$ cat src/rtl/hpm_pkg.sv
// Shared types and constants for the H-bridge drive mixer.
package hpm_pkg;

  // Field widths fixed by the command and compare formats.
  localparam int unsigned CmdW   = 16;
  localparam int unsigned RegW   = 11;
  localparam int unsigned RegIdxW = 3;
  localparam int unsigned DriveW = 13;
  localparam int unsigned CurveW = 16;

  // Deadband curve coefficients in Q1.24.
  localparam int unsigned FracBits = 24;
  localparam logic [14:0] COEF_A = 15'd22443;
  localparam logic signed [24:0] COEF_B = -25'sd9256395;

  // Register indexes on the configuration port.
  typedef enum logic [RegIdxW-1:0] {
    REG_TURN_SIGN    = 3'd0,
    REG_DRIVE_ENABLE = 3'd1,
    REG_LOW_BAND     = 3'd2,
    REG_START_OFFSET = 3'd3,
    REG_TOP_LIMIT    = 3'd4
  } hpm_reg_e;

  // Live configuration handed to every stage.
  typedef struct packed {
    logic            turn_sign;
    logic            drive_enable;
    logic [RegW-1:0] low_band;
    logic [RegW-1:0] start_offset;
    logic [RegW-1:0] top_limit;
  } hpm_cfg_t;

endpackage

$ cat src/rtl/hpm_scale.sv
// Two-stage scaling of the balance and turn commands and their signed sum.
module hpm_scale
  import hpm_pkg::*;
(
  input  logic                     clk_i,
  input  logic                     rst_ni,
  input  hpm_cfg_t                 cfg_i,
  input  logic                     in_valid_i,
  output logic                     in_ready_o,
  input  logic signed [CmdW-1:0]   balance_cmd_i,
  input  logic signed [CmdW-1:0]   turn_cmd_i,
  output logic                     out_valid_o,
  input  logic                     out_ready_i,
  output logic signed [DriveW-1:0] drive_o
);

  logic s1_valid_q, s2_valid_q;
  logic s1_ready, s2_ready;
  logic signed [27:0] bal_prod_d, bal_prod_q, trn_prod_d, trn_prod_q;
  logic signed [27:0] bal_bias, trn_bias;
  logic signed [11:0] bal_scaled, trn_scaled;
  logic signed [DriveW-1:0] drive_d, drive_q;

  // A stage takes a new transfer when it is empty or its contents move on.
  assign s2_ready   = !s2_valid_q || out_ready_i;
  assign s1_ready   = !s1_valid_q || s2_ready;
  assign in_ready_o = s1_ready;

  // Stage one: multiply both commands by the top limit.
  assign bal_prod_d = 28'(balance_cmd_i) * 28'($signed({1'b0, cfg_i.top_limit}));
  assign trn_prod_d = 28'(turn_cmd_i) * 28'($signed({1'b0, cfg_i.top_limit}));

  // Stage two: divide by 2^15 rounding toward zero, then add or subtract the turn term.
  assign bal_bias   = bal_prod_q + (bal_prod_q[27] ? 28'sd32767 : 28'sd0);
  assign trn_bias   = trn_prod_q + (trn_prod_q[27] ? 28'sd32767 : 28'sd0);
  assign bal_scaled = bal_bias[26:15];
  assign trn_scaled = trn_bias[26:15];
  assign drive_d    = cfg_i.turn_sign
                      ? {bal_scaled[11], bal_scaled} - {trn_scaled[11], trn_scaled}
                      : {bal_scaled[11], bal_scaled} + {trn_scaled[11], trn_scaled};

  // Valid bits of both stages.
  always_ff @(posedge clk_i or negedge rst_ni) begin
    if (!rst_ni) begin
      s1_valid_q <= 1'b0;
      s2_valid_q <= 1'b0;
    end else begin
      if (s1_ready) begin
        s1_valid_q <= in_valid_i;
      end
      if (s2_ready) begin
        s2_valid_q <= s1_valid_q;
      end
    end
  end

  // Payload registers of both stages.
  always_ff @(posedge clk_i) begin
    if (s1_ready && in_valid_i) begin
      bal_prod_q <= bal_prod_d;
      trn_prod_q <= trn_prod_d;
    end
    if (s2_ready && s1_valid_q) begin
      drive_q <= drive_d;
    end
  end

  assign out_valid_o = s2_valid_q;
  assign drive_o     = drive_q;

endmodule

$ cat src/rtl/hpm_curve.sv
// Three-stage deadband compensation curve applied to drive values inside the low band.
module hpm_curve
  import hpm_pkg::*;
(
  input  logic                     clk_i,
  input  logic                     rst_ni,
  input  hpm_cfg_t                 cfg_i,
  input  logic                     in_valid_i,
  output logic                     in_ready_o,
  input  logic signed [DriveW-1:0] drive_i,
  output logic                     out_valid_o,
  input  logic                     out_ready_i,
  output logic signed [CurveW-1:0] value_o
);

  logic s3_valid_q, s4_valid_q, s5_valid_q;
  logic s3_ready, s4_ready, s5_ready;

  // Stage three signals.
  logic [DriveW-1:0] mag_abs;
  logic [RegW-1:0]   mag_low;
  logic              in_band_d;
  logic [21:0]       sq_d, sq_q;
  logic signed [36:0] bm_d, bm_q, bm_s4_q;
  logic signed [DriveW-1:0] drive_s3_q, drive_s4_q;
  logic in_band_s3_q, in_band_s4_q;
  logic neg_s3_q, neg_s4_q;

  // Stage four signals.
  logic [36:0]        asq;
  logic signed [39:0] poly_d, poly_q;

  // Stage five signals.
  logic signed [39:0]       poly_bias;
  logic signed [CurveW-1:0] curve_mag, curve_val, value_d, value_q;

  // Ready chain: each stage advances when empty or when the next one takes its transfer.
  assign s5_ready   = !s5_valid_q || out_ready_i;
  assign s4_ready   = !s4_valid_q || s5_ready;
  assign s3_ready   = !s3_valid_q || s4_ready;
  assign in_ready_o = s3_ready;

  // Stage three: magnitude, band test, square and linear term on the magnitude.
  // The negative branch of the curve is the positive branch mirrored through zero.
  assign mag_abs   = drive_i[DriveW-1] ? DriveW'(-drive_i) : DriveW'(drive_i);
  assign mag_low   = mag_abs[RegW-1:0];
  assign in_band_d = mag_abs < {2'b00, cfg_i.low_band};
  assign sq_d      = 22'(mag_low) * 22'(mag_low);
  assign bm_d      = 37'(COEF_B) * 37'($signed({1'b0, mag_low}));

  // Stage four: quadratic term plus linear term plus the start offset.
  assign asq    = 37'(COEF_A) * 37'(sq_q);
  assign poly_d = $signed({3'b000, asq}) + $signed({{3{bm_s4_q[36]}}, bm_s4_q})
                  + $signed({5'b00000, cfg_i.start_offset, 24'd0});

  // Stage five: drop the fraction toward zero, restore the sign, pick curve or raw value.
  assign poly_bias = poly_q + (poly_q[39] ? 40'sd16777215 : 40'sd0);
  assign curve_mag = poly_bias[FracBits+CurveW-1:FracBits];
  assign curve_val = neg_s4_q ? -curve_mag : curve_mag;
  assign value_d   = in_band_s4_q ? curve_val
                                  : {{(CurveW-DriveW){drive_s4_q[DriveW-1]}}, drive_s4_q};

  // Valid bits travel with the data.
  always_ff @(posedge clk_i or negedge rst_ni) begin
    if (!rst_ni) begin
      s3_valid_q <= 1'b0;
      s4_valid_q <= 1'b0;
      s5_valid_q <= 1'b0;
    end else begin
      if (s3_ready) begin
        s3_valid_q <= in_valid_i;
      end
      if (s4_ready) begin
        s4_valid_q <= s3_valid_q;
      end
      if (s5_ready) begin
        s5_valid_q <= s4_valid_q;
      end
    end
  end

  // Payload registers.
  always_ff @(posedge clk_i) begin
    if (s3_ready && in_valid_i) begin
      sq_q         <= sq_d;
      bm_q         <= bm_d;
      drive_s3_q   <= drive_i;
      in_band_s3_q <= in_band_d;
      neg_s3_q     <= drive_i[DriveW-1];
    end
    if (s4_ready && s3_valid_q) begin
      poly_q       <= poly_d;
      drive_s4_q   <= drive_s3_q;
      in_band_s4_q <= in_band_s3_q;
      neg_s4_q     <= neg_s3_q;
    end
    if (s5_ready && s4_valid_q) begin
      value_q <= value_d;
    end
  end

  // The linear term only joins the sum in stage four, so keep it aligned with the square.
  assign bm_s4_q = bm_q;

  assign out_valid_o = s5_valid_q;
  assign value_o     = value_q;

endmodule

$ cat src/rtl/hpm_drive.sv
// Output stage: clamp to the top limit, split into sign and magnitude, select channel compares.
module hpm_drive
  import hpm_pkg::*;
#(
  parameter int unsigned COMPARE_WIDTH = 11
) (
  input  logic                     clk_i,
  input  logic                     rst_ni,
  input  hpm_cfg_t                 cfg_i,
  input  logic                     in_valid_i,
  output logic                     in_ready_o,
  input  logic signed [CurveW-1:0] value_i,
  output logic                     out_valid_o,
  input  logic                     out_ready_i,
  output logic [RegW-1:0]          ch_a_compare_o,
  output logic [RegW-1:0]          ch_b_compare_o,
  output logic signed [1:0]        drive_sign_o,
  output logic [RegW-1:0]          duty_magnitude_o
);

  logic valid_q;
  logic signed [CurveW-1:0] top_s, clamped;
  logic [RegW-1:0] mag;
  logic signed [1:0] sign_d;
  logic [COMPARE_WIDTH-1:0] cmp_mag, cmp_band, cmp_a, cmp_b;
  logic [RegW-1:0] ch_a_q, ch_b_q, mag_q;
  logic signed [1:0] sign_q;

  assign in_ready_o = !valid_q || out_ready_i;

  // Saturate to plus or minus the top limit.
  assign top_s = $signed({{(CurveW-RegW){1'b0}}, cfg_i.top_limit});
  always_comb begin
    clamped = value_i;
    if (clamped >= top_s) begin
      clamped = top_s;
    end
    if (clamped <= -top_s) begin
      clamped = -top_s;
    end
  end

  // Sign and magnitude of the clamped drive value.
  assign mag    = clamped[CurveW-1] ? RegW'(-clamped) : RegW'(clamped);
  assign sign_d = clamped[CurveW-1] ? -2'sd1 : ((clamped != '0) ? 2'sd1 : 2'sd0);

  // Channel compares: forward, reverse, brake at the band value, or all off.
  assign cmp_mag  = COMPARE_WIDTH'(mag);
  assign cmp_band = COMPARE_WIDTH'(cfg_i.low_band);
  always_comb begin
    cmp_a = '0;
    cmp_b = '0;
    if (cfg_i.drive_enable) begin
      if (sign_d == 2'sd0) begin
        cmp_a = cmp_band;
        cmp_b = cmp_band;
      end else if (sign_d == 2'sd1) begin
        cmp_a = cmp_mag;
      end else begin
        cmp_b = cmp_mag;
      end
    end
  end

  // Output register valid bit.
  always_ff @(posedge clk_i or negedge rst_ni) begin
    if (!rst_ni) begin
      valid_q <= 1'b0;
    end else if (in_ready_o) begin
      valid_q <= in_valid_i;
    end
  end

  // Output register payload.
  always_ff @(posedge clk_i) begin
    if (in_ready_o && in_valid_i) begin
      ch_a_q <= cmp_a[RegW-1:0];
      ch_b_q <= cmp_b[RegW-1:0];
      sign_q <= sign_d;
      mag_q  <= mag;
    end
  end

  assign out_valid_o      = valid_q;
  assign ch_a_compare_o   = ch_a_q;
  assign ch_b_compare_o   = ch_b_q;
  assign drive_sign_o     = sign_q;
  assign duty_magnitude_o = mag_q;

  // Both channels are only driven together when braking.
  a_brake_only: assert property (@(posedge clk_i) disable iff (!rst_ni)
    valid_q && ch_a_q != '0 && ch_b_q != '0 |-> ch_a_q == ch_b_q && sign_q == 2'sd0)
    else $error("both channels driven outside brake");

  // A stopped drive has zero magnitude, a moving drive a nonzero one.
  a_stop_mag: assert property (@(posedge clk_i) disable iff (!rst_ni)
    valid_q |-> (sign_q == 2'sd0) == (mag_q == '0))
    else $error("sign and magnitude disagree");

  // The sign code never takes the unused pattern.
  a_sign_code: assert property (@(posedge clk_i) disable iff (!rst_ni)
    valid_q |-> sign_q != 2'b10)
    else $error("invalid sign code");

  // A forward drive never drives the reverse channel, and the other way round.
  a_direction: assert property (@(posedge clk_i) disable iff (!rst_ni)
    valid_q && sign_q != 2'sd0 |-> ch_a_q == '0 || ch_b_q == '0)
    else $error("both channels driven while moving");

endmodule

$ cat src/rtl/hbridge_pwm_mixer_deadband.sv
// Top level of the H-bridge drive mixer with deadband compensation.
//
// Each transfer on the command channel carries a balance and a turn command in Q1.15; both are
// scaled by the top limit, summed (the turn term with the configured sign), remapped through a
// quadratic deadband curve inside the low band, clamped to the top limit and turned into a pair
// of half-bridge compare values plus sign and magnitude. The datapath is a six-stage pipeline
// (two scaling stages, three curve stages and the output register). One command pair is taken
// every cycle while the output accepts results; each stage advances on its own, so a stall at
// the output fills empty stages before it holds the input. The configuration registers are
// written through a plain write port and must only change while no command is in flight.
module hbridge_pwm_mixer_deadband
  import hpm_pkg::*;
#(
  parameter int unsigned COMPARE_WIDTH = 11
) (
  input  logic                    clk_i,
  input  logic                    rst_ni,
  input  logic                    cfg_we_i,
  input  logic [RegIdxW-1:0]      cfg_idx_i,
  input  logic [RegW-1:0]         cfg_wdata_i,
  input  logic                    in_valid_i,
  output logic                    in_ready_o,
  input  logic signed [CmdW-1:0]  balance_cmd_i,
  input  logic signed [CmdW-1:0]  turn_cmd_i,
  output logic                    out_valid_o,
  input  logic                    out_ready_i,
  output logic [RegW-1:0]         ch_a_compare_o,
  output logic [RegW-1:0]         ch_b_compare_o,
  output logic signed [1:0]       drive_sign_o,
  output logic [RegW-1:0]         duty_magnitude_o
);

  hpm_cfg_t cfg_q;
  logic scale_valid, scale_ready;
  logic signed [DriveW-1:0] drive;
  logic curve_valid, curve_ready;
  logic signed [CurveW-1:0] curve_value;

  // Configuration registers; writes to unknown indexes are dropped.
  always_ff @(posedge clk_i or negedge rst_ni) begin
    if (!rst_ni) begin
      cfg_q.turn_sign    <= 1'b0;
      cfg_q.drive_enable <= 1'b0;
      cfg_q.low_band     <= 11'd580;
      cfg_q.start_offset <= 11'd450;
      cfg_q.top_limit    <= 11'd1900;
    end else if (cfg_we_i) begin
      case (hpm_reg_e'(cfg_idx_i))
        REG_TURN_SIGN:    cfg_q.turn_sign    <= cfg_wdata_i[0];
        REG_DRIVE_ENABLE: cfg_q.drive_enable <= cfg_wdata_i[0];
        REG_LOW_BAND:     cfg_q.low_band     <= cfg_wdata_i;
        REG_START_OFFSET: cfg_q.start_offset <= cfg_wdata_i;
        REG_TOP_LIMIT:    cfg_q.top_limit    <= cfg_wdata_i;
        default: begin
        end
      endcase
    end
  end

  // Scaling and mixing.
  hpm_scale u_scale (
    .clk_i         (clk_i),
    .rst_ni        (rst_ni),
    .cfg_i         (cfg_q),
    .in_valid_i    (in_valid_i),
    .in_ready_o    (in_ready_o),
    .balance_cmd_i (balance_cmd_i),
    .turn_cmd_i    (turn_cmd_i),
    .out_valid_o   (scale_valid),
    .out_ready_i   (scale_ready),
    .drive_o       (drive)
  );

  // Deadband compensation curve.
  hpm_curve u_curve (
    .clk_i       (clk_i),
    .rst_ni      (rst_ni),
    .cfg_i       (cfg_q),
    .in_valid_i  (scale_valid),
    .in_ready_o  (scale_ready),
    .drive_i     (drive),
    .out_valid_o (curve_valid),
    .out_ready_i (curve_ready),
    .value_o     (curve_value)
  );

  // Clamp, direction and compare selection.
  hpm_drive #(
    .COMPARE_WIDTH (COMPARE_WIDTH)
  ) u_drive (
    .clk_i            (clk_i),
    .rst_ni           (rst_ni),
    .cfg_i            (cfg_q),
    .in_valid_i       (curve_valid),
    .in_ready_o       (curve_ready),
    .value_i          (curve_value),
    .out_valid_o      (out_valid_o),
    .out_ready_i      (out_ready_i),
    .ch_a_compare_o   (ch_a_compare_o),
    .ch_b_compare_o   (ch_b_compare_o),
    .drive_sign_o     (drive_sign_o),
    .duty_magnitude_o (duty_magnitude_o)
  );

endmodule
$ cat config.mk
export PLATFORM = sky130hd
export DESIGN_NAME = hbridge_pwm_mixer_deadband
export DESIGN_NICKNAME = d
export VERILOG_FILES = /design/src/rtl/hpm_pkg.sv /design/src/rtl/hpm_scale.sv /design/src/rtl/hpm_curve.sv /design/src/rtl/hpm_drive.sv /design/src/rtl/hbridge_pwm_mixer_deadband.sv
export SDC_FILE = /design/constraint.sdc
export NUM_CORES = 2
export LEC_CHECK = 0
export ABC_AREA = 1
export BUFFER_PORTS_ARGS = -buffer_cell sky130_fd_sc_hd__buf_4
export CELL_PAD_IN_SITES_DETAIL_PLACEMENT = 0
export CELL_PAD_IN_SITES_GLOBAL_PLACEMENT = 1
export CORE_AREA = 5 5 326 328
export CTS_CLUSTER_SIZE = 8
export DETAILED_ROUTE_END_ITERATION = 10
export DIE_AREA = 0 0 331 333
export PLACE_DENSITY = 0.8
export SKIP_LAST_GASP = 1
export SLEW_MARGIN = 25
export SYNTH_ARGS = -nofsm -noshare
export SYNTH_HDL_FRONTEND = slang
export SYNTH_SLANG_ARGS = --single-unit
$ cat constraint.sdc
create_clock -name clk_i -period 10.65 [get_ports clk_i]
set_input_delay 0.5325 -clock clk_i [delete_from_list [all_inputs] [get_ports clk_i]]
set_output_delay 0.5325 -clock clk_i [all_outputs]
set_load 0.03 [all_outputs]
* After elaboration in Yosys (flattened, before gate mapping)
Cells that the tools add are included.
Operators by class: $add $sub $neg 11, $mul 5, magnitude comparators 3, eq/ne operators 5, mux-type cells 16, reduce and logical (&&, ||, !) cells 26
Operator list (number):
- $mux 16 | 4
- $mul 16x12->28 | 2
- $mux 11 | 5
- $add 27x16->27 | 2
- $add 40x36->40 | 1
- $add 40x40->40 | 1
- $add 38x37->39 | 1
- $mul 15x22->37 const A | 1
- $mul 25x12->37 const A | 1
- $mux 15 | 2
- $mux 13 | 2
- $mux 24 | 1
- $mul 11x11->22 | 1
- $ge 16x12->1 | 1
- $le 16x16->1 | 1
- $neg 11->16 | 1
- $neg 16->16 | 1
- $reduce_bool 16->1 | 1
- $add 12x12->13 | 1
- $lt 13x11->1 | 1
- $neg 13->13 | 1
- $sub 12x12->13 | 1
- $neg 11->11 | 1
- $reduce_and 2->1 | 5
- 11 further kinds | 27
Word-level totals: bits in registers 290, input port bits 51, output and inout port bits 37, logic and storage cells 94

* Longest topological paths before layout
word-level depth 10, mapped depth 49, gate-level depth less buffers 49

* Modules after synthesis
From an unflattened synthesis, not the netlist that was laid out.
Second synthesis, totals: cells, all modules 5690, area total of the unflattened synthesis 46977.6 µm²
By module, submodules not included:
- hpm_curve | instances 1, cells an instance 2779, area an instance 24088.1 µm², sequential area each 4249.1 µm²
- hpm_scale | instances 1, cells an instance 2293, area an instance 18111.1 µm², sequential area each 2122.0 µm²
- hpm_drive | instances 1, cells an instance 451, area an instance 3299.4 µm², sequential area each 1076.0 µm²
- hbridge_pwm_mixer_deadband | instances 1, cells an instance 167, area an instance 1478.9 µm², sequential area each 893.4 µm²

* Least setup slack after synthesis
Ideal clock, no wire load.
kind register -> register, start point register u_curve.sq_q[6], end point register u_curve.poly_q[38], data pin, library setup time 0.263 ns, data arrival time 8.233 ns, data required time 10.387 ns, slack 2.154 ns, stages on the path, launching flop included 45, path buffers 0, clock period less this slack 8.496 ns, cells stage by stage edfxtp_1 -> ha_1 -> inv_1 -> fa_1 -> inv_1 -> fa_1 -> fa_1 -> fa_1 -> inv_1 -> fa_1 -> inv_1 -> ha_1 -> nand2_1 -> inv_1 -> nand2_1 -> nand2_1 -> a21oi_1 -> o21ai_0 -> [... 9 more ...] -> a21oi_1 -> or2_2 -> nand2_1 -> inv_1 -> fa_1 -> o21ai_0 -> a21oi_1 -> o21bai_1 -> nand2_1 -> nand2_1 -> a21oi_1 -> o21ai_0 -> nand2_1 -> nand2_1 -> nand2_1 -> nor2_1 -> nand2_1 -> xor2_1
On the way: longest elaborated chain between the ends 3
Ends and longest elaborated chain:
- from (decl) | RTL line hpm_curve.sv:23 | logic [21:0] sq_d, sq_q;
- from (signal assigned) | RTL line hpm_curve.sv:85 | sq_q <= sq_d;
- $mul 15x22->37 | RTL line hpm_curve.sv:52 | assign asq = 37'(COEF_A) * 37'(sq_q);
- $add 38x37->39 | RTL line hpm_curve.sv:53 | assign poly_d = $signed({3'b000, asq}) + $signed({{3{bm_s4_q[36]}}, bm_s4_q})
- $add 40x36->40 | RTL line hpm_curve.sv:54 | + $signed({5'b00000, cfg_i.start_offset, 24'd0});
- named net u_curve.poly_d[38] | RTL line hpm_curve.sv:31 | logic signed [39:0] poly_d, poly_q;
- to (signal assigned) | RTL line hpm_curve.sv:92 | poly_q <= poly_d;
- to (decl) | RTL line hpm_curve.sv:31
The timed path passes the listed nets, and every way through them passes these cells. A chain may end at the register's enable or synchronous reset.

* Worst setup path in the final report
start point register u_curve.sq_q[9], end point register u_curve.poly_q[38], data pin
The elaborated chain is that of the path after synthesis.

==> impl_metrics.env <==
export IMPL_drc_errors=0
export IMPL_synth_area_leaders="fa_1, edfxtp_1, ha_1"
export IMPL_status="finished clean"
export IMPL_arrival_ns=9.75
export IMPL_synth_edf_count=243
export IMPL_via_count=34800
export IMPL_postSynthCellCount=5448
export IMPL_async_flop_share=0.1444
export IMPL_clkLatencyLatePin_ns=0.59
export IMPL_clk_pin_slew_ns=0.06
export IMPL_finalCritPeriodShare=0.8862
export IMPL_fmax_mhz=106.0
export IMPL_multiInputGateArea_um2=31920
export IMPL_maxCapViolations=0
export IMPL_nets=6732
export IMPL_num_rows=118
export IMPL_slew_headroom=0.3051
export IMPL_worst_setup_path_start_kind="flip-flop"
export IMPL_worst_slew_pin_slew_ns=1.035
export IMPL_synth_warnings=0
export IMPL_routed_wl_um=126000
export IMPL_layout_commonest_cell="inv_1"
export IMPL_slew_viol_final=0
export IMPL_grt_max_degree=71
export IMPL_fin_util=0.4778
export IMPL_cts_tree="yes"
export IMPL_die_h_um=333
export IMPL_final_hold_violation_count=0
export IMPL_path_max_fanout=5
export IMPL_dr_pass1_iters=6
export IMPL_cp_slowest_cell="fa_1"
export IMPL_area_growth_pct=7.334
export IMPL_wl_per_cell_um=18.24
export IMPL_postCtsSetupBuffers=0
export IMPL_ctsResizeCount=0
export IMPL_cp_end_kind="flip-flop"
export IMPL_cts_root_buf="clkbuf_16"
export IMPL_synth_avg_cell_area_um2=8.408
export IMPL_cts_buffer_depth=3
export IMPL_timing_setup_tns_ns=0
export IMPL_synth_cell_types=64
export IMPL_drive_gt1_frac=0.04775
export IMPL_antenna_left=0
export IMPL_rsz0062_at_grt="no"
export IMPL_cts_buffers=43
export IMPL_period_minus_slack_ns=9.438
export IMPL_worstSetupPathType="flip-flop to flip-flop"
export IMPL_grt_overflow=0
export IMPL_finish_instance_area_um2=49160
export IMPL_start_util=0.4451
export IMPL_final_cell_mix="inv_1, nand2_1, fa_1"
export IMPL_htree_levels=2
export IMPL_grt_pass1_vias=35790
export IMPL_grt_usage=0.2301
export IMPL_die_w_um=331
export IMPL_io_buffers=87
export IMPL_synth_seq_area_share=0.1821
export IMPL_min_path_type="input port to flip-flop"
export IMPL_hpwl_um=106000
export IMPL_synth_top_cell_by_area="fa_1"
export IMPL_synthFlopType="edfxtp_1"
export IMPL_globalplace_congestion=0.9364
export IMPL_slowest_delay_ns=0.62
export IMPL_fin_skew_ns=0.02460
export IMPL_synth_area_um2=45810
export IMPL_die_area_um2=110200
export IMPL_core_area_um2=102900
export IMPL_synth_top_area_share=0.2653
export IMPL_ff_latch_area_um2=8343
export IMPL_drt_iter0_markers=1984
export IMPL_grt_pass1_wl_um=198700
export IMPL_cp_data_required_time_ns=10.96
export IMPL_antenna_found_initial=3
export IMPL_cts_sinks=284
export IMPL_placed_area_um2=47920
export IMPL_io_pins=88
export IMPL_yosys_register_bits=284
export IMPL_crit_top_cell="nand2_1"
export IMPL_setup_violations_final=0
export IMPL_cts_hold_fix_buffers=1
export IMPL_vias_per_cell=5.035
export IMPL_fill_cells=10060
==> state kept, by name, summed over array words and instances (netlist names), 11 cells and up <==
| signal | count |
|---|---|
| u_curve.bm_q | 36 |
| u_scale.bal_prod_q | 28 |
| u_curve.drive_s3_q | 12 |
| cfg_q | 35 |
| u_drive.ch_a_compare_o | 11 |
| u_curve.poly_q | 39 |
| u_curve.value_o | 16 |
| u_drive.duty_magnitude_o | 11 |
| u_scale.drive_o | 13 |
| u_curve.sq_q | 20 |
| u_drive.ch_b_compare_o | 11 |
| u_scale.trn_prod_q | 28 |
| u_curve.drive_s4_q | 12 |
==> cell type report <==
class	instances	area share
Antenna cell	2	0.0001018
Sequential cell	284	0.1697
Multi-Input combinational cell	3700	0.6493
Inverter	1366	0.1043
Tap cell	1380	0.03512
Timing Repair Buffer	108	0.01662
Clock inverter	8	0.001451
Clock buffer	63	0.02341
==> cells by family after synthesis <==
group	count (synthesis)	share of synthesized area
adders and majority gates	1178	0.4213
AOI/OAI and AO/OA	632	0.07826
and+or+nand+nor	1635	0.1486
other	2	0.0001640
DFF	284	0.1821
buffers and inverters	1468	0.1220
xor gates and xnor gates	249	0.04761
==> metal layers <==
layer	wire, um	vias up	track usage
li1	-	16940	-
met1	53410	16950	0.2977
met5	0	-	0
met3	6587	165	0.03318
met2	60960	741	0.3949
met4	5075	0	0.08086
==> cells in the mapped netlist, types with 3 or more instances <==
master,n
a21boi_0,17
a21o_1,19
a21oi_1,283
a21oi_2,20
a221oi_1,9
a31oi_1,27
and2_1,3
and3_1,3
buf_1,5
buf_2,7
buf_6,6
clkbuf_1,81
clkinv_1,4
dfrtp_1,27
dfstp_2,14
edfxtp_1,243
fa_1,607
ha_1,571
inv_1,1353
inv_2,9
nand2_1,1049
nand2_2,11
nand2_4,12
nand3_1,151
nand3_2,4
nand3b_1,13
nand4_1,34
nand4_2,3
nor2_1,287
nor2_2,3
nor2_4,5
nor3_1,35
nor4_1,11
o2111ai_1,4
o211ai_1,10
o21a_1,11
o21ai_0,181
o21ai_1,15
o21bai_1,14
o31ai_1,5
or2_2,6
xnor2_1,77
xor2_1,172
==> critical path: cells and delay by family (launching register included) <==
kind	cells	cell delay [ns]
fa+ha+maj	9	4.11
compound gates	11	2.42
simple gates	16	1.70
flops	1	0.46
buf+inv	4	0.23
xor+xnor	2	0.22
==> path summary, 6_finish.rpt <==
check / startpoint / to / slack (ns) / depth (start not counted)
worst max-delay path: u_curve.sq_q[9]$_DFFE_PP_ / u_curve.poly_q[38]$_DFFE_PP_ / 1.21 / 42
worst min-delay path: out_ready_i / u_drive.out_valid_o$_DFFE_PN0P_ / 0.25 / 4
worst max register to register: u_curve.sq_q[9]$_DFFE_PP_ / u_curve.poly_q[38]$_DFFE_PP_ / 1.21 / 42
worst min register to register: u_curve.drive_s3_q[6]$_DFFE_PP_ / u_curve.drive_s4_q[6]$_DFFE_PP_ / 0.41 / 0
max in group asynchronous: rst_ni / cfg_q[7]$_DFFE_PN0P_ / 9.70 / 2
min in group asynchronous: rst_ni / cfg_q[27]$_DFFE_PN0P_ / 0.50 / 2
==> through the flow <==
| step | hold slack [ns] | cells | worst slack [ns] |
|---|---|---|---|
| after floorplan | 0.2369 | 5452 | 2.154 |
| after global routing | 0.2524 | 6909 | 0.4459 |
| after detailed placement | 0.4052 | 6837 | 1.304 |
| final | 0.2547 | 6911 | 1.212 |
| after global placement | 0.4054 | 6837 | 1.298 |
| after CTS | 0.2181 | 6909 | 1.241 |
Power is not shown: default switching activity piles up to over one toggle a cycle in this logic, so the estimate is an artifact.
